### config.mk
export PLATFORM = sky130hd
export DESIGN_NAME = hemc_ram
export DESIGN_NICKNAME = d
export VERILOG_FILES = /design/src/hemc_ram.sv
export SDC_FILE = /design/constraint.sdc
export NUM_CORES = 1
export LEC_CHECK = 0
export BUFFER_PORTS_ARGS = -buffer_cell sky130_fd_sc_hd__buf_2
export CAP_MARGIN = 30
export CORE_UTILIZATION = 50
export CTS_BUF_LIST = sky130_fd_sc_hd__clkbuf_16
export DETAILED_ROUTE_END_ITERATION = 7
export MAX_ROUTING_LAYER = met4
export PLACE_DENSITY = 0.7
export RECOVER_POWER = 100
export SLEW_MARGIN = 20
export SYNTH_ARGS = -nofsm -noshare
export SYNTH_HDL_FRONTEND = slang
export SYNTH_SLANG_ARGS = --single-unit
### constraint.sdc
create_clock -name aclk -period 2.2 [get_ports aclk]
set_input_delay 0.22 -clock aclk [delete_from_list [all_inputs] [get_ports aclk]]
set_output_delay 0.22 -clock aclk [all_outputs]
set_load 0.05 [all_outputs]
### src/hemc_ram.sv
// ----------------------------------------------------------------------------
// hemc_ram
// Simple dual-port RAM: one write port, one read port with registered data.
// ----------------------------------------------------------------------------
module hemc_ram #(
    parameter int WIDTH = 16,
    parameter int DEPTH = 32,
    localparam int AW = (DEPTH > 1) ? $clog2(DEPTH) : 1
) (
    input  logic             aclk,
    input  logic             we,
    input  logic [AW-1:0]    waddr,
    input  logic [WIDTH-1:0] wdata,
    input  logic             re,
    input  logic [AW-1:0]    raddr,
    output logic [WIDTH-1:0] rdata
);

    logic [WIDTH-1:0] mem [DEPTH];
    logic [WIDTH-1:0] rdata_reg;

    // read returns the old contents on a same-address write
    always_ff @(posedge aclk) begin
        if (we) begin
            mem[waddr] <= wdata;
        end
        if (re) begin
            rdata_reg <= mem[raddr];
        end
    end

    assign rdata = rdata_reg;

endmodule

==> metrics <==
outcome=finished with violations; failing checks=design-rule violations, max-capacitance violations, max-slew violations; vias in the first global route=10742; Worst EP required=2.38 ns; reg2reg start=mem[3][4]; CORE AREA=0.04083 mm²; root buffer cell=clkbuf_16; DR vias/cell=6.003; Fill cells=3107; TritonRoute pass-1 iters=7; Total Power=20.53 mW; Critical Path, Cell by Cell=clkbuf_1, or3b_2, nor2_1, clkbuf_1; Clock Skew=0.01530 ns; fin crit period=1.880 ns; DPL Wire Length=28790 µm; post-CTS setup buffer count=0; Post-synth EDFFs=528; synth unique cells=25; asr flop ratio synth=0%; hold path startpoint=raddr[3]; critical path arrival=2.06 ns; Seq cells post-synth=528; WL/cell=25.96 µm; crit share post-route=85.47%; Final ANT Viol Nets=0; Seq. cell area=0.01586 mm²; area taken by multi-input logic gates=0.004317 mm²; CP startpoint kind=input pin; crit path from=we; Mapped Nets=1172; CP Capture Type=flip-flop; Crit Path Max Fanout=16; most frequent cells in the layout=528 x edfxtp_1, 256 x mux2i_1, 70 x clkbuf_1; CTS tree=built; setup_tns=0 ns; Core Rows=74; Pins Over Slew Limit=495; Peak supply drop=0.5522 mV; grt ovf=0; pin slew with the least headroom to its limit=1.754 ns; WL final=47260 µm; Bufs and invs on worst path=2; Pwr Density=887.2 mW/mm²; Crit path max-delay family=buffers and inverters; Via Count=10926; Max-slew headroom=-16.91%; Syn Std Cell Area=0.02070 mm²; Fmax achieved=531.8 MHz; Clk pin slew, worst setup/hold paths=0.06 ns; Primary FF master, synth=edfxtp_1; final setup violating endpoints=0; max incr delay on CP=0.89 ns; most used cell, CP=clkbuf_1; area delta synth->final=11.78%; RSZ-0062 raised after global routing=false; hold buffer count at CTS=0; Residual DRC=1; commonest non-fill, non-tap cell in the layout=edfxtp_1; TritonCTS buffer count=51; crit path kind=input pin to flip-flop; DIE HEIGHT=205.5 µm; largest net degree at the start of global routing=33; number of antenna violations at the first check in global routing=1; clk sinks=528; H-tree Lvls=2; pre-CTS WS=0.08612 ns; wire length of the first global-routing pass=69280 µm; Initial Utilization=50.69%; IO Pins=45; clock latency on the worst-skew pair=0.57 ns; post-cts resize count=0; PortBufs=44; Chip Width=205.5 µm; GP Congestion=0.8631; final setup margin=0.3196 ns; Post-Synthesis Cells=1143; syn avg cell area=18.11 µm²; max reg flops=512; Hold Vio Cnt, Final=0; Warnings, synthesis=0; Leak Pwr=8.010 nW; nets=1283; slowest CP cell=clkbuf_1; Clock Tree Buf Depth=3; DIE AREA=0.04221 mm²; sequential fraction of the synthesis area=76.61%; layout cell share with drive strength beyond 1=9.946%; All-Layer GR Usage=23.53%; drt first-iter violations=1080; Hold Path Class=input pin to flip-flop; max cap viols=15
-- routing by layer --
layer | GRT usage [%] | routed length [µm] | up-vias | part of all wire (%)
met3 | 4.640 | 4023 | 93 | 8.5
met4 | 8.519 | 1419 | 0 | 3.0
met2 | 34.36 | 21550 | 458 | 46
met1 | 32.97 | 20270 | 5578 | 43
met5 | - | 0 | - | 0
li1 | - | - | 4797 | -
-- path summary, 6_finish.rpt --
path / end / slack, ns / cells past startpoint
worst max-delay path: mem[4][15] / 0.32 / 4
worst max register to register: rdata[4] / 0.64 / 6
worst min-delay path: rdata[12] / 0.27 / 4
worst min register to register: rdata[0] / 0.69 / 4
-- cell families (layout without fill, tap and decap cells) --
family | count (synthesis) | after routing | synth area share (%)
other cells | 0 | 1 | 0
flops | 528 | 528 | 76.61
buf+inv | 67 | 211 | 2.612
compound gates | 144 | 144 | 4.933
simple gates | 148 | 148 | 3.464
mux | 256 | 256 | 12.38
-- worst register-to-register path, stage by stage (launching register included) --
cell      delay (ns)
edfxtp_1        0.36
mux2i_1         0.15
a22o_1          0.18
nor3_1          0.08
clkbuf_1        0.18
a31oi_1         0.21
nand3_1         0.14
-- where the power goes --
part           total [mW]  switching [mW]  internal, mW
combinational        1.19           0.825         0.362
sequential           11.3          0.0521          11.2
clock                8.04            3.51          4.54
-- through the flow --
stage	utilization (%)	instances	area (µm²)	hold WS, ns
finish	56.66	1820	23130	0.2724
global route	56.66	1820	23130	0.2717
CTS	57.20	1819	23350	0.08920
detailed placement	53.48	1733	21840	0.6680
global placement	53.48	1733	21840	0.6601
floorplan	-	1143	20700	0.3189
-- layout make-up --
cell class | count | area share [%]
antenna | 1 | 0.01082
clock buffer | 53 | 5.733
clock inverter | 33 | 0.8221
multi-input combinational | 548 | 18.66
sequential | 528 | 68.53
tap | 532 | 2.877
timing repair buffer | 125 | 3.364
-- synthesized netlist by cell type (19+ instances only) --
master	number	share of area, %
mux2i_1	256	12
a22oi_1	64	2.3
buf_4	19	0.69
nand2_1	33	0.60
buf_2	19	0.46
a21oi_1	32	0.77
edfxtp_1	528	77
a22o_1	32	1.4
nor2_1	33	0.60
nand3_1	34	0.82
Note: power is estimated with default switching activity, not from simulation.
