$ cat src/hemc_pkg.sv
// ----------------------------------------------------------------------------
// hemc_pkg
// Shared constants, register codes and helpers for the elevation collapse.
// ----------------------------------------------------------------------------
package hemc_pkg;

    // default geometry and datapath sizes
    localparam int DEF_MAX_AZIMUTH    = 128;
    localparam int DEF_MAX_RANGE      = 128;
    localparam int DEF_MAX_ELEVATION  = 32;
    localparam int DEF_INTENSITY_BITS = 32;

    // fixed field widths
    localparam int SLOT_W      = 5;
    localparam int SINE_W      = 16;
    localparam int INTEN_IN_W  = 32;
    localparam int DOPPLER_W   = 16;
    localparam int HEIGHT_W    = 23;
    localparam int CFG_INDEX_W = 3;
    localparam int CFG_DATA_W  = 32;
    localparam int S_TDATA_W   = 72;
    localparam int M_TDATA_W   = 48;

    // action codes carried in s_tuser
    localparam logic ACT_LOAD   = 1'b0;
    localparam logic ACT_SAMPLE = 1'b1;

    // configuration register indexes
    typedef enum logic [CFG_INDEX_W-1:0] {
        CFG_AZIMUTH_COUNT   = 3'd0,
        CFG_RANGE_COUNT     = 3'd1,
        CFG_ELEVATION_COUNT = 3'd2,
        CFG_HEIGHT_MIN      = 3'd3,
        CFG_HEIGHT_MAX      = 3'd4
    } cfg_index_t;

    // register reset values
    localparam logic [7:0]          RST_AZIMUTH_COUNT   = 8'd128;
    localparam logic [7:0]          RST_RANGE_COUNT     = 8'd128;
    localparam logic [5:0]          RST_ELEVATION_COUNT = 6'd32;
    localparam logic [HEIGHT_W-1:0] RST_HEIGHT_MIN      = 23'h400000;
    localparam logic [HEIGHT_W-1:0] RST_HEIGHT_MAX      = 23'h3FFFFF;

    // position flags of one sample within the image
    typedef struct packed {
        logic first_el;   // elevation 0: cell entry is overwritten
        logic last_el;    // last elevation: cell is emitted
        logic img_last;   // last azimuth and range cell
    } scan_flags_t;

    // zero acts as one, anything above the maximum acts as the maximum
    function automatic int clamp_count(input logic [7:0] v, input int maxv);
        int r;
        r = int'(v);
        if (r == 0) begin
            r = 1;
        end else if (r > maxv) begin
            r = maxv;
        end
        return r;
    endfunction

endpackage

$ cat src/hemc_gate_update.sv
// ----------------------------------------------------------------------------
// hemc_gate_update
// Height gate and running maximum for one sample against its cell entry.
// ----------------------------------------------------------------------------
module hemc_gate_update
    import hemc_pkg::*;
#(
    parameter int MAX_RANGE      = DEF_MAX_RANGE,
    parameter int INTENSITY_BITS = DEF_INTENSITY_BITS,
    localparam int RG_W  = (MAX_RANGE > 1) ? $clog2(MAX_RANGE) : 1,
    localparam int PROD_W = RG_W + 1 + SINE_W,
    localparam int CMP_W = (PROD_W > HEIGHT_W) ? PROD_W : HEIGHT_W
) (
    input  logic [RG_W-1:0]            rg_idx,
    input  logic signed [SINE_W-1:0]   sine,
    input  logic signed [HEIGHT_W-1:0] height_min,
    input  logic signed [HEIGHT_W-1:0] height_max,
    input  logic [INTENSITY_BITS-1:0]  inten,
    input  logic [DOPPLER_W-1:0]       dop,
    input  logic                       first_el,
    input  logic                       best_found,
    input  logic [INTENSITY_BITS-1:0]  best_inten,
    input  logic [DOPPLER_W-1:0]       best_dop,
    output logic                       new_found,
    output logic [INTENSITY_BITS-1:0]  new_inten,
    output logic [DOPPLER_W-1:0]       new_dop
);

    logic signed [PROD_W-1:0] height;
    logic signed [CMP_W-1:0]  height_ext, lo_ext, hi_ext;
    logic                     counts;

    // height in Q9.15: range bin times Q1.15 sine
    assign height     = $signed({1'b0, rg_idx}) * sine;
    assign height_ext = CMP_W'(height);
    assign lo_ext     = CMP_W'(height_min);
    assign hi_ext     = CMP_W'(height_max);
    assign counts     = (height_ext >= lo_ext) && (height_ext <= hi_ext);

    // first elevation starts the cell; later in-window ones win over none or less
    always_comb begin
        new_found = best_found;
        new_inten = best_inten;
        new_dop   = best_dop;
        if (first_el) begin
            new_found = counts;
            new_inten = counts ? inten : '0;
            new_dop   = counts ? dop : '0;
        end else if (counts && (!best_found || (inten > best_inten))) begin
            new_found = 1'b1;
            new_inten = inten;
            new_dop   = dop;
        end
    end

endmodule

$ cat config.mk
export PLATFORM = sky130hd
export DESIGN_NAME = hemc_gate_update
export DESIGN_NICKNAME = d
export VERILOG_FILES = /design/src/hemc_pkg.sv /design/src/hemc_gate_update.sv
export SDC_FILE = /design/constraint.sdc
export NUM_CORES = 1
export LEC_CHECK = 0
export BUFFER_PORTS_ARGS = -buffer_cell sky130_fd_sc_hd__buf_2
export CORE_MARGIN = 5
export CORE_UTILIZATION = 49
export DETAILED_ROUTE_END_ITERATION = 16
export PLACE_DENSITY = 0.85
export SLEW_MARGIN = 20
export SYNTH_ARGS = -nofsm -noshare
export SYNTH_HDL_FRONTEND = slang
export SYNTH_SLANG_ARGS = --single-unit
$ cat constraint.sdc
create_clock -name vclk -period 9.2
set_input_delay 1.38 -clock vclk [all_inputs]
set_output_delay 1.38 -clock vclk [all_outputs]
set_load 0.01 [all_outputs]
==> impl_metrics.tcl <==
set metrics [dict create \
    status "complete, no violations" \
    place_congestion 1.02 \
    nClkBuffers 0 \
    min_from "dop[13]" \
    yosys_warnings 0 \
    hp-class "in -> out" \
    overflow 0 \
    max_freq_ghz 0.109 \
    ys_types 51 \
    dpl_cell_area_um2 8130 \
    worst_pin_slew_ns 0.580 \
    synth_area_leaders "fa_1, ha_1, inv_1, and2_1, a22o_1" \
    synth-xor-area-share_pct 3.02 \
    synth_top_area_cell "fa_1" \
    yosysSeqAreaShare_pct 0 \
    start_kind "primary input" \
    fp.dieH_um 127 \
    final.min_clock_period_ns 9.17 \
    routed_wl_um 22100 \
    maxSlewViolCount 0 \
    final_nets 1453 \
    holdPathStages 3 \
    ioPinCount 216 \
    final_cell_area_um2 8730 \
    grt_pass1_wl_um 33000 \
    drv_cap 0 \
    arrival_ns 7.79 \
    wl_per_cell_um 17.7 \
    syn-num-nets 1208 \
    yosys.area_share.adder_pct 50.0 \
    synth_compound_area_share_pct 17.1 \
    diodes 0 \
    antenna_left 0 \
    grt_max_degree 38 \
    max_slew_margin_pct 60.3 \
    hold_viol_final 0 \
    fp.coreArea_um2 13300 \
    cp_common_cell "fa_1" \
    drc 0 \
    flops_and_latches 0 \
    synth_mux_area_share_pct 0 \
    rsz0062_at_grt "true" \
    grt_pass1_vias 6962 \
    synth_most_common_cell "inv_1" \
    initial_utilization_pct 50.2 \
    io_buffers 216 \
    via_count 6904 \
    critPathLaunch "sine[6]" \
    crit_type "in -> out" \
    via_per_inst 5.55 \
    syn_area_um2 6680 \
    dp_hpwl_um 17600 \
    drive_above_1_share_pct 30.6 \
    fin_crit_sh_pct 99.6 \
    crit_fanout 8 \
    die_w_um 127 \
    area_growth_pct 30.8 \
    cp-end-kind "primary output" \
    synth_area_per_cell_um2 8.08 \
    dieArea_um2 16100 \
    firstDrtPassIters 4 \
    grtUsageTotal_pct 24.5 \
    worstPathRequired_ns 7.82 \
    synth_commonest_cells "inv_1, ha_1, fa_1" \
    synth_top_cell_area_share_pct 25.8 \
    syn_inst 826 \
    tns_ns 0 \
    final-setup-viol-count 0 \
    critPathSlowestCell "fa_1" \
    dp_slack_ns -0.269 \
    fin_ws_ns 0.0345 \
    synth_simple_gate_area_share_pct 16.6 \
    rows 42 \
    min_to "new_dop[13]" \
    critical-path-max-stage-delay_ns 0.54 \
    synth_top_family_by_area "adder cells" \
    register_area_um2 0 \
    antenna_found_initial 0 \
    drtIter0Drc 387 \
]
[through the flow]
stage	hold slack (ns)	util (%)	std cells
final	3.06	65.7	1245
after global placement	3.05	61.1	1231
after CTS	3.06	63.3	1242
after floorplan	2.91	-	826
after detailed placement	3.06	61.1	1231
after global routing	3.07	65.7	1245
[timing repair]
item                                    4_1_cts  5_1_grt
hold buffers                                  0        0
gates cloned                                  3        0
endpoints found under the setup margin       48       49
buffers inserted                              8        7
pin swaps                                    28       52
resized for setup                            34       77
[cell type report]
cell class | instances | area [um2]
Fill cell | 998 | 4560
Timing Repair Buffer | 260 | 1590
Inverter | 209 | 785
Multi-Input combinational cell | 600 | 6140
Tap cell | 176 | 220
[cells in the final DEF, fill, tap and decap left out, types with 4 or more instances in the layout]
cell type  instances
o21ai_1            4
a21oi_1           35
nand3_1           14
a21o_1            17
xor2_1             6
buf_12             6
xnor2_1           16
o21bai_1           7
nor3_1             6
fa_2               5
nand2_1           37
inv_1            200
nand4_1           15
buf_4             38
inv_2              9
buf_6              9
and2_1            79
a211oi_1           4
nor2_1            22
o21ai_0            8
a22o_1            48
ha_1             116
nand2_2            7
buf_2            204
ha_4              12
fa_1              81
[how the worst max path moves through the flow]
stage,end,slack [ns],cells after the start
2_1_floorplan,new_inten[11],0.16,28
3_3_place_gp,new_dop[7],-0.10,30
3_5_place_dp,new_dop[7],-0.27,30
4_1_cts,new_inten[7],0.02,31
5_1_grt,new_inten[11],-0.13,31
6_report,new_inten[12],0.03,31
[logic make-up after synthesis]
| group | Yosys count |
|---|---|
| buf+inv | 226 |
| fa+ha+maj | 215 |
| simple gates | 205 |
| compound gates | 157 |
| xor+xnor | 23 |
[per-layer routing]
layer  wire length [um]  vias to the layer above  global-route usage [%]
met5                  0                        -                       0
met1               7980                     3260                    28.7
met2              11500                      376                    46.8
met4                980                        0                    8.26
li1                   -                     3191                       -
met3               1570                       77                    1.72
[worst max-delay path, delay by kind of cell]
kind                       cells  cell delay [ns]
adders and majority gates      6             2.58
AOI/OAI and AO/OA             10             1.76
and+or+nand+nor                6             0.96
buffers and inverters          8             0.95
xor gates and xnor gates       1             0.15
Power is left out: the tool's default activity adds up to more than one toggle a clock period on the data nets, which glitch-free logic cannot reach.
