File: config.mk
export PLATFORM = sky130hd
export DESIGN_NAME = hemc_scan
export DESIGN_NICKNAME = d
export VERILOG_FILES = /design/src/hemc_pkg.sv /design/src/hemc_scan.sv
export SDC_FILE = /design/constraint.sdc
export NUM_CORES = 1
export LEC_CHECK = 0
export BUFFER_PORTS_ARGS = -buffer_cell sky130_fd_sc_hd__buf_2
export CORE_MARGIN = 4
export CORE_UTILIZATION = 42
export DETAILED_ROUTE_END_ITERATION = 7
export PLACE_DENSITY = 0.75
export RECOVER_POWER = 100
export SLEW_MARGIN = 10
export SYNTH_ARGS = -nofsm -noshare
export SYNTH_HDL_FRONTEND = slang
export SYNTH_SLANG_ARGS = --single-unit
File: constraint.sdc
create_clock -name aclk -period 3.4 [get_ports aclk]
set_clock_uncertainty 0.2 [all_clocks]
set_input_delay 1.02 -clock aclk [delete_from_list [all_inputs] [get_ports aclk]]
set_output_delay 1.02 -clock aclk [all_outputs]
set_load 0.05 [all_outputs]
File: src/hemc_pkg.sv
// ----------------------------------------------------------------------------
// hemc_pkg
// Shared constants, register codes and helpers for the elevation collapse.
// ----------------------------------------------------------------------------
package hemc_pkg;

    // default geometry and datapath sizes
    localparam int DEF_MAX_AZIMUTH    = 128;
    localparam int DEF_MAX_RANGE      = 128;
    localparam int DEF_MAX_ELEVATION  = 32;
    localparam int DEF_INTENSITY_BITS = 32;

    // fixed field widths
    localparam int SLOT_W      = 5;
    localparam int SINE_W      = 16;
    localparam int INTEN_IN_W  = 32;
    localparam int DOPPLER_W   = 16;
    localparam int HEIGHT_W    = 23;
    localparam int CFG_INDEX_W = 3;
    localparam int CFG_DATA_W  = 32;
    localparam int S_TDATA_W   = 72;
    localparam int M_TDATA_W   = 48;

    // action codes carried in s_tuser
    localparam logic ACT_LOAD   = 1'b0;
    localparam logic ACT_SAMPLE = 1'b1;

    // configuration register indexes
    typedef enum logic [CFG_INDEX_W-1:0] {
        CFG_AZIMUTH_COUNT   = 3'd0,
        CFG_RANGE_COUNT     = 3'd1,
        CFG_ELEVATION_COUNT = 3'd2,
        CFG_HEIGHT_MIN      = 3'd3,
        CFG_HEIGHT_MAX      = 3'd4
    } cfg_index_t;

    // register reset values
    localparam logic [7:0]          RST_AZIMUTH_COUNT   = 8'd128;
    localparam logic [7:0]          RST_RANGE_COUNT     = 8'd128;
    localparam logic [5:0]          RST_ELEVATION_COUNT = 6'd32;
    localparam logic [HEIGHT_W-1:0] RST_HEIGHT_MIN      = 23'h400000;
    localparam logic [HEIGHT_W-1:0] RST_HEIGHT_MAX      = 23'h3FFFFF;

    // position flags of one sample within the image
    typedef struct packed {
        logic first_el;   // elevation 0: cell entry is overwritten
        logic last_el;    // last elevation: cell is emitted
        logic img_last;   // last azimuth and range cell
    } scan_flags_t;

    // zero acts as one, anything above the maximum acts as the maximum
    function automatic int clamp_count(input logic [7:0] v, input int maxv);
        int r;
        r = int'(v);
        if (r == 0) begin
            r = 1;
        end else if (r > maxv) begin
            r = maxv;
        end
        return r;
    endfunction

endpackage

File: src/hemc_scan.sv
// ----------------------------------------------------------------------------
// hemc_scan
// Elevation, azimuth and range counters and the cell address of each sample.
// ----------------------------------------------------------------------------
module hemc_scan
    import hemc_pkg::*;
#(
    parameter int MAX_AZIMUTH   = DEF_MAX_AZIMUTH,
    parameter int MAX_RANGE     = DEF_MAX_RANGE,
    parameter int MAX_ELEVATION = DEF_MAX_ELEVATION,
    localparam int AZ_W   = (MAX_AZIMUTH > 1) ? $clog2(MAX_AZIMUTH) : 1,
    localparam int RG_W   = (MAX_RANGE > 1) ? $clog2(MAX_RANGE) : 1,
    localparam int EL_W   = (MAX_ELEVATION > 1) ? $clog2(MAX_ELEVATION) : 1,
    localparam int CELLS  = MAX_AZIMUTH * MAX_RANGE,
    localparam int CELL_W = (CELLS > 1) ? $clog2(CELLS) : 1
) (
    input  logic              aclk,
    input  logic              aresetn,
    input  logic              advance,
    input  logic [7:0]        azimuth_count,
    input  logic [7:0]        range_count,
    input  logic [5:0]        elevation_count,
    output logic [EL_W-1:0]   el_idx,
    output logic [RG_W-1:0]   rg_idx,
    output logic [CELL_W-1:0] cell_addr,
    output scan_flags_t       flags
);

    logic [AZ_W-1:0] az_reg, az_next;
    logic [RG_W-1:0] rg_reg, rg_next;
    logic [EL_W-1:0] el_reg, el_next;

    logic [AZ_W:0] n_az, az_inc;
    logic [RG_W:0] n_rg, rg_inc;
    logic [EL_W:0] n_el, el_inc;

    // effective counts
    assign n_az = (AZ_W+1)'(clamp_count(azimuth_count, MAX_AZIMUTH));
    assign n_rg = (RG_W+1)'(clamp_count(range_count, MAX_RANGE));
    assign n_el = (EL_W+1)'(clamp_count({2'b00, elevation_count}, MAX_ELEVATION));

    assign az_inc = {1'b0, az_reg} + 1'b1;
    assign rg_inc = {1'b0, rg_reg} + 1'b1;
    assign el_inc = {1'b0, el_reg} + 1'b1;

    // position of the current sample
    assign el_idx    = el_reg;
    assign rg_idx    = rg_reg;
    assign cell_addr = CELL_W'(int'(az_reg) * MAX_RANGE + int'(rg_reg));

    assign flags.first_el = (el_reg == '0);
    assign flags.last_el  = (el_inc >= n_el);
    assign flags.img_last = (az_inc >= n_az) && (rg_inc >= n_rg);

    // range innermost, elevation outermost; wrap at or beyond the count
    always_comb begin
        rg_next = rg_reg;
        az_next = az_reg;
        el_next = el_reg;
        if (rg_inc >= n_rg) begin
            rg_next = '0;
            if (az_inc >= n_az) begin
                az_next = '0;
                if (el_inc >= n_el) begin
                    el_next = '0;
                end else begin
                    el_next = el_inc[EL_W-1:0];
                end
            end else begin
                az_next = az_inc[AZ_W-1:0];
            end
        end else begin
            rg_next = rg_inc[RG_W-1:0];
        end
    end

    always_ff @(posedge aclk) begin
        if (!aresetn) begin
            az_reg <= '0;
            rg_reg <= '0;
            el_reg <= '0;
        end else if (advance) begin
            az_reg <= az_next;
            rg_reg <= rg_next;
            el_reg <= el_next;
        end
    end

endmodule

==> results.toml, run 1 <==
[worst_hold_path]
hp-class = "reg -> reg"
hold_depth = 2

[setup_path]
critPathLaunchType = "primary input"
crit_family = "simple AND/OR/NAND/NOR gates"
critPathArrivalTime_ns = 2.67
cp_max_fo = 2
path_cells = "buf_6 > nor4_2 > a21oi_1 > nor2_1 > ha_1 > nand2b_4 > a2111oi_4 > nor2_1 > nand3_2 > a31oi_4 > buf_6"
criticalPathCategory = "in -> out"
cpPeakStageDelay_ns = 0.33
cp_slowest_cell = "a2111oi_4"
ff2ff_path_depth = 12
end_kind = "output port"
crit_buf_inv = 2
reg2reg_slack_ns = 0.27
path_depth = 11
cp.required_ns = 2.18

[grt]
grt_use_met1_pct = 21.0
gr-total-overflow = 0
grt.met2_usage_pct = 28.1
grt_antenna_before_repair = 0
grt_pass1_wl_um = 7110
grt-busiest-layer = "met2"
met3_usage_pct = 3.46
grt_pass1_vias = 1691
grt_max_degree = 22
grt.total_usage_pct = 16.4

[sta]
rsz0062_at_grt = "yes"
setup_ws_ns = -0.491
tns_ns = -0.809
fin_crit_sh_pct = 114
worstMarginPinSlew_ns = 0.616
final_max_slew_viol_count = 0
hold_violations = 0
setup_viol_count_final = 2
fin_crit_ns = 3.89
slew_headroom_pct = 59.1
fmax_ghz = 0.257

[power_and_ir_drop]
p_per_area_nw_per_um2 = 236
net-switching-power_mw = 0.173
vdd_drop_max_uv = 206
seq_power_share_pct = 41.4
p_sw_share_pct = 31.1
p_clk_share_pct = 28.4
power.internal_mw = 0.382
pwr-share-comb_pct = 30.2
p_leak_nw = 1.13

[synth]
yosysWarnings = 0
synth_area_um2 = 1740
seq_area_frac_synth_pct = 21.8
synth_area_per_cell_um2 = 7.96
synth_ff_type = "dfxtp_1"
ys_seq_elements = 19
synthCells = 219
synth-edff-count = 0
netlist-cell-type-count = 41
synthArstFlopShare_pct = 0
synth_nets = 270

[clock_tree]
clockBufferDepth = 2
numCtsBuffers = 3
clk_pin_slew_worst_paths_ns = 0.07
cts_tree = "done"
clock_latency_ns = 0.26
htree_levels = 1
cts-root-buf = "clkbuf_8"
cts_sinks = 19

[floorplan]
core_um2 = 4000
ios = 54
die_y_um = 72.4
chipWidth_um = 72.4
start_util_pct = 43.6
num_rows = 23
fp.dieArea_um2 = 5240

[final_layout]
seq_area_um2 = 384
final_core_util_pct = 58.6
fillerInstances = 389
multi_input_area_um2 = 1310
layout-drive-gt1-share_pct = 27.7
area_growth_pct = 34.5
nets = 352
n_antenna_cell = 0

[placement]
portBuffers = 53
post-place-ws_ns = -0.574
place_congestion = 0.774
dp_hpwl_um = 3400

[route]
dr_total_vias = 1796
viasPerCell = 5.13
wirelength_um = 4160
firstDrtPassIters = 4
drt_iter0_markers = 48
wl_per_cell_um = 11.9
drtAntennaViolNets = 0
drc = 0

[run_status]
status = "finished with violations"
violations = "setup timing"

[flow_run]
maxCapViolCount = 0
==> placed cells by master (no fill, tap or decap), drive strengths merged <==
master | netlist | final
o21ai | 4 | 4
nand3b | 4 | 4
nor4 | 3 | 3
and2 | 1 | 1
xnor2 | 6 | 6
buf | 9 | 60
ha | 26 | 26
a21oi | 9 | 9
a2111oi | 1 | 1
clkinv | 0 | 1
nand3 | 13 | 13
xor2 | 13 | 13
a31o | 2 | 2
a221oi | 1 | 1
nor3 | 2 | 2
a21o | 2 | 2
nor4b | 1 | 1
o32ai | 1 | 1
nor2b | 2 | 2
and3 | 11 | 11
o31ai | 1 | 1
dfxtp | 19 | 19
nand2b | 1 | 1
clkbuf | 2 | 31
o21a | 2 | 2
mux2i | 4 | 4
nand4 | 2 | 2
o31a | 1 | 1
or3 | 1 | 1
a21boi | 3 | 3
o22ai | 4 | 4
a211oi | 2 | 2
nand2 | 39 | 39
inv | 8 | 8
a31oi | 1 | 1
nor2 | 18 | 18
==> through the flow <==
step	cell area, um2	hold WS, ns	power, mW	std cells
after floorplan	1790	0.381	0.338	219
after global placement	2290	0.271	0.394	344
after detailed placement	2290	0.281	0.397	344
after CTS	2370	0.292	0.562	349
after global routing	2340	0.330	0.588	350
final	2340	0.285	0.554	350
==> power by group through the flow <==
stage / sequential, mW / combinational, mW / clock, mW
floorplan: 0.247 / 0.0914 / 0
global placement: 0.234 / 0.160 / 0
detailed placement: 0.235 / 0.163 / 0
CTS: 0.229 / 0.168 / 0.164
global route: 0.230 / 0.184 / 0.175
finish: 0.229 / 0.167 / 0.157
==> final timing paths <==
check	startpoint	endpoint
worst max-delay path	range_count[1]	flags[0]
worst min-delay path	az_reg[1]	az_reg[1]
worst max register to register	rg_idx[0]	az_reg[0]
worst min register to register	az_reg[1]	az_reg[1]
==> cells in the mapped netlist, types with 2 or more instances <==
master / number / area, um2
o21ai_0: 4 / 20.0
a31o_2: 2 / 17.5
a211oi_1: 2 / 15.0
nor2b_1: 2 / 12.5
ha_1: 26 / 325
o21a_1: 2 / 15.0
a21o_1: 2 / 15.0
and3_1: 11 / 68.8
o22ai_1: 4 / 25.0
nor3_1: 2 / 10.0
clkbuf_1: 2 / 7.51
buf_4: 7 / 52.6
nand3b_1: 4 / 30.0
dfxtp_1: 19 / 380
inv_1: 8 / 30.0
mux2i_1: 4 / 40.0
nand2_1: 39 / 146
xor2_1: 13 / 114
nor4_1: 3 / 18.8
xnor2_1: 6 / 52.6
a21oi_1: 8 / 40.0
a21boi_0: 2 / 15.0
nand3_1: 12 / 60.1
nand4_1: 2 / 12.5
nor2_1: 17 / 63.8
==> final cells by class <==
class | count | share of cell area, %
inverters | 8 | 1.28
multi-input cells | 181 | 55.7
flip-flops and latches | 19 | 16.4
repair buffers | 88 | 22.0
clock buffers | 3 | 1.76
well taps | 50 | 2.67
clock inverters | 1 | 0.213
==> metal layers <==
layer  wire, um  share of wire [%]
met1       1920                 46
met2       1950                 47
met5          0                  0
met3        258                6.2
met4         31               0.75
==> repair_timing <==
item / in CTS / in global routing
pin swaps: 1 / 1
resized for setup: 6 / 2
hold buffers: 0 / 0
endpoints found under the setup margin: 2 / 2
setup buffers: 1 / 1
==> cells by family after synthesis <==
logic type | count (synthesis) | synth area share (%)
XOR/XNOR | 19 | 9.55
AND/OR/NAND/NOR | 98 | 26.8
buffers and inverters | 19 | 6.10
AO/OA/AOI/OAI | 34 | 14.8
flip-flops | 19 | 21.8
multiplexers | 4 | 2.30
adder cells (fa/ha/maj) | 26 | 18.7
==> worst register-to-register path: stages (launching register included) <==
cell and delay (ns):
dfxtp_1 0.33, ha_1 0.21, and3_1 0.19, and3_1 0.21, xor2_1 0.15, ha_1 0.32
nand4_1 0.18, buf_4 0.19, a31o_2 0.25, o31a_1 0.10, clkbuf_1 0.23, or3_1 0.36
a21boi_0 0.15
Note: power is estimated with default switching activity, not from simulation.
==> run 2, diff against run 1 <==
--- a/config.mk
+++ b/config.mk
@@ -6,6 +6,7 @@
 export NUM_CORES = 1
 export LEC_CHECK = 0
 export BUFFER_PORTS_ARGS = -buffer_cell sky130_fd_sc_hd__buf_2
+export CORE_ASPECT_RATIO = 0.75
 export CORE_MARGIN = 4
 export CORE_UTILIZATION = 42
 export DETAILED_ROUTE_END_ITERATION = 7
@@ -15,3 +16,4 @@
 export SYNTH_ARGS = -nofsm -noshare
 export SYNTH_HDL_FRONTEND = slang
 export SYNTH_SLANG_ARGS = --single-unit
+export TNS_END_PERCENT = 50
==> run 2 against run 1 <==
Combinational power increased by 3%. Setup slack worse by 0.079 ns. Count of clock-buffer cells in the layout rose by 1. Largest cell class unchanged. Clock power about the same. Sequential share of layout area barely moved. Register-to-register slack better by 0.03 ns. The flow still finishes with violations (setup timing). Critical path depth stayed put. Critical endpoint unchanged.
==> results.toml, run 2 (synthesis gave the netlist of run 1 again) <==
[final_layout]
nets = 351
stdcell_area_um2 = 2340
layout-drive-gt1-share_pct = 25.4
seq_area_um2 = 383
final_core_util_pct = 61.1
area_growth_pct = 34.1
final_common_cell = "nand2_1"
n_antenna_cell = 0
multi_input_area_um2 = 1300
fin_cells = 351
layout_common_cells = "nand2_1 (39), buf_4 (32), clkbuf_1 (29)"
fillerInstances = 360

[floorplan]
start_util_pct = 45.5
die_y_um = 63.8
num_rows = 19
fp.dieArea_um2 = 5260
core_um2 = 3830
chipWidth_um = 82.4
ios = 54

[route]
wirelength_um = 4600
dr_total_vias = 1806
drc = 0
firstDrtPassIters = 4
drt_iter0_markers = 108
viasPerCell = 5.15
wl_per_cell_um = 13.1
drtAntennaViolNets = 0

[setup_path]
cpPeakStageDelay_ns = 0.34
cp_slowest_cell = "a2111oi_4"
path_cells = "buf_6 > nor4_4 > a21oi_2 > nor2_1 > ha_1 > nand2b_4 > a2111oi_4 > nor2_1 > nand3_1 > a31oi_4 > buf_6"
cp.required_ns = 2.18
cp_max_fo = 2
critPathLaunchType = "primary input"
end_kind = "output port"
criticalPathCategory = "in -> out"
critPathArrivalTime_ns = 2.75

[sta]
fin_crit_sh_pct = 117
hold_violations = 0
fin_crit_ns = 3.97
fmax_ghz = 0.252
rsz0062_at_grt = "yes"
worstMarginPinSlew_ns = 0.625
setup_ws_ns = -0.570
slew_headroom_pct = 58.5
setup_viol_count_final = 2
final_max_slew_viol_count = 0

[grt]
grt_antenna_before_repair = 0
gr-total-overflow = 0
grt.total_usage_pct = 17.9
grt_pass1_vias = 1700
grt_max_degree = 22
grt_pass1_wl_um = 7680

[power_and_ir_drop]
net-switching-power_mw = 0.173
pwr-share-comb_pct = 30.9
vdd_drop_max_uv = 242
p_leak_nw = 1.12
p_per_area_nw_per_um2 = 238
seq_power_share_pct = 41.1
power.total_mw = 0.557
p_clk_share_pct = 28.0
power.internal_mw = 0.385
p_sw_share_pct = 31.0

[run_status]
violations = "setup timing"
status = "finished with violations"

[flow_run]
maxCapViolCount = 0

[clock_tree]
cts_sinks = 19
clk_pin_slew_worst_paths_ns = 0.07
htree_levels = 1
cts-root-buf = "clkbuf_8"
numCtsBuffers = 3
clock_latency_ns = 0.25
holdBufCountCts = 0
cts_tree = "done"
clockBufferDepth = 2

[placement]
portBuffers = 53
dp_cells = 347
dpl_cell_area_um2 = 2280
dp_hpwl_um = 3750
place_congestion = 0.797

[worst_hold_path]
hp-class = "reg -> reg"
run 2: cell count changes in the layout (fill, tap and decap cells not counted), sizes merged:
cell	previous run	this run
clkinv	1	0
buf	60	58
clkbuf	31	33
run 2: final cells by class:
cell class,count,share of cell area (%)
flip-flops and latches,19,16.4
repair buffers,87,22.0
inverters,8,1.28
multi-input cells,181,55.6
well taps,52,2.78
clock buffers,4,1.93
run 2: repair_timing:
item | in CTS | in global routing
endpoints found under the setup margin | 2 | 4
buffers inserted | 0 | 0
cloned | 0 | 0
gates resized for setup | 5 | 9
pin swaps | 0 | 4
run 2: layer usage:
metal  global-route usage (%)  wire length, um  vias up
met2                     28.2             2100       63
li1                         -                -      935
met3                     3.37              308        2
met4                     1.24                7        0
met1                     26.3             2180      806
met5                        0                0        -
run 2: final timing paths:
check	start	to	slack, ns	depth (start not counted)
max reg2reg	rg_idx[1]	el_idx[4]	0.30	11
min reg2reg	az_reg[1]	az_reg[1]	0.30	2
min	az_reg[1]	az_reg[1]	0.30	2
max	range_count[1]	flags[0]	-0.57	11
run 2: power groups by stage:
stage / Sequential (mW) / Combinational (mW) / Clock (mW)
finish: 0.229 / 0.172 / 0.156
CTS: 0.229 / 0.171 / 0.160
global placement: 0.234 / 0.163 / 0
floorplan: 0.247 / 0.0908 / 0
global route: 0.230 / 0.188 / 0.170
detailed placement: 0.234 / 0.166 / 0
run 2: critical path, delay by kind of cell:
kind	cells	cell delay, ns
adders and majority gates	1	0.24
buffers and inverters	2	0.26
AOI/OAI and AO/OA	3	0.51
and+or+nand+nor	5	0.72
run 2: stage by stage:
stage / worst slack, ns / TNS [ns] / hold slack (ns)
3_3_place_gp: -0.565 / -0.992 / 0.269
3_5_place_dp: -0.614 / -1.49 / 0.289
2_1_floorplan: -0.315 / -0.802 / 0.381
6_report: -0.570 / -0.917 / 0.297
4_1_cts: -0.542 / -0.973 / 0.299
5_1_grt: -0.706 / -1.30 / 0.317
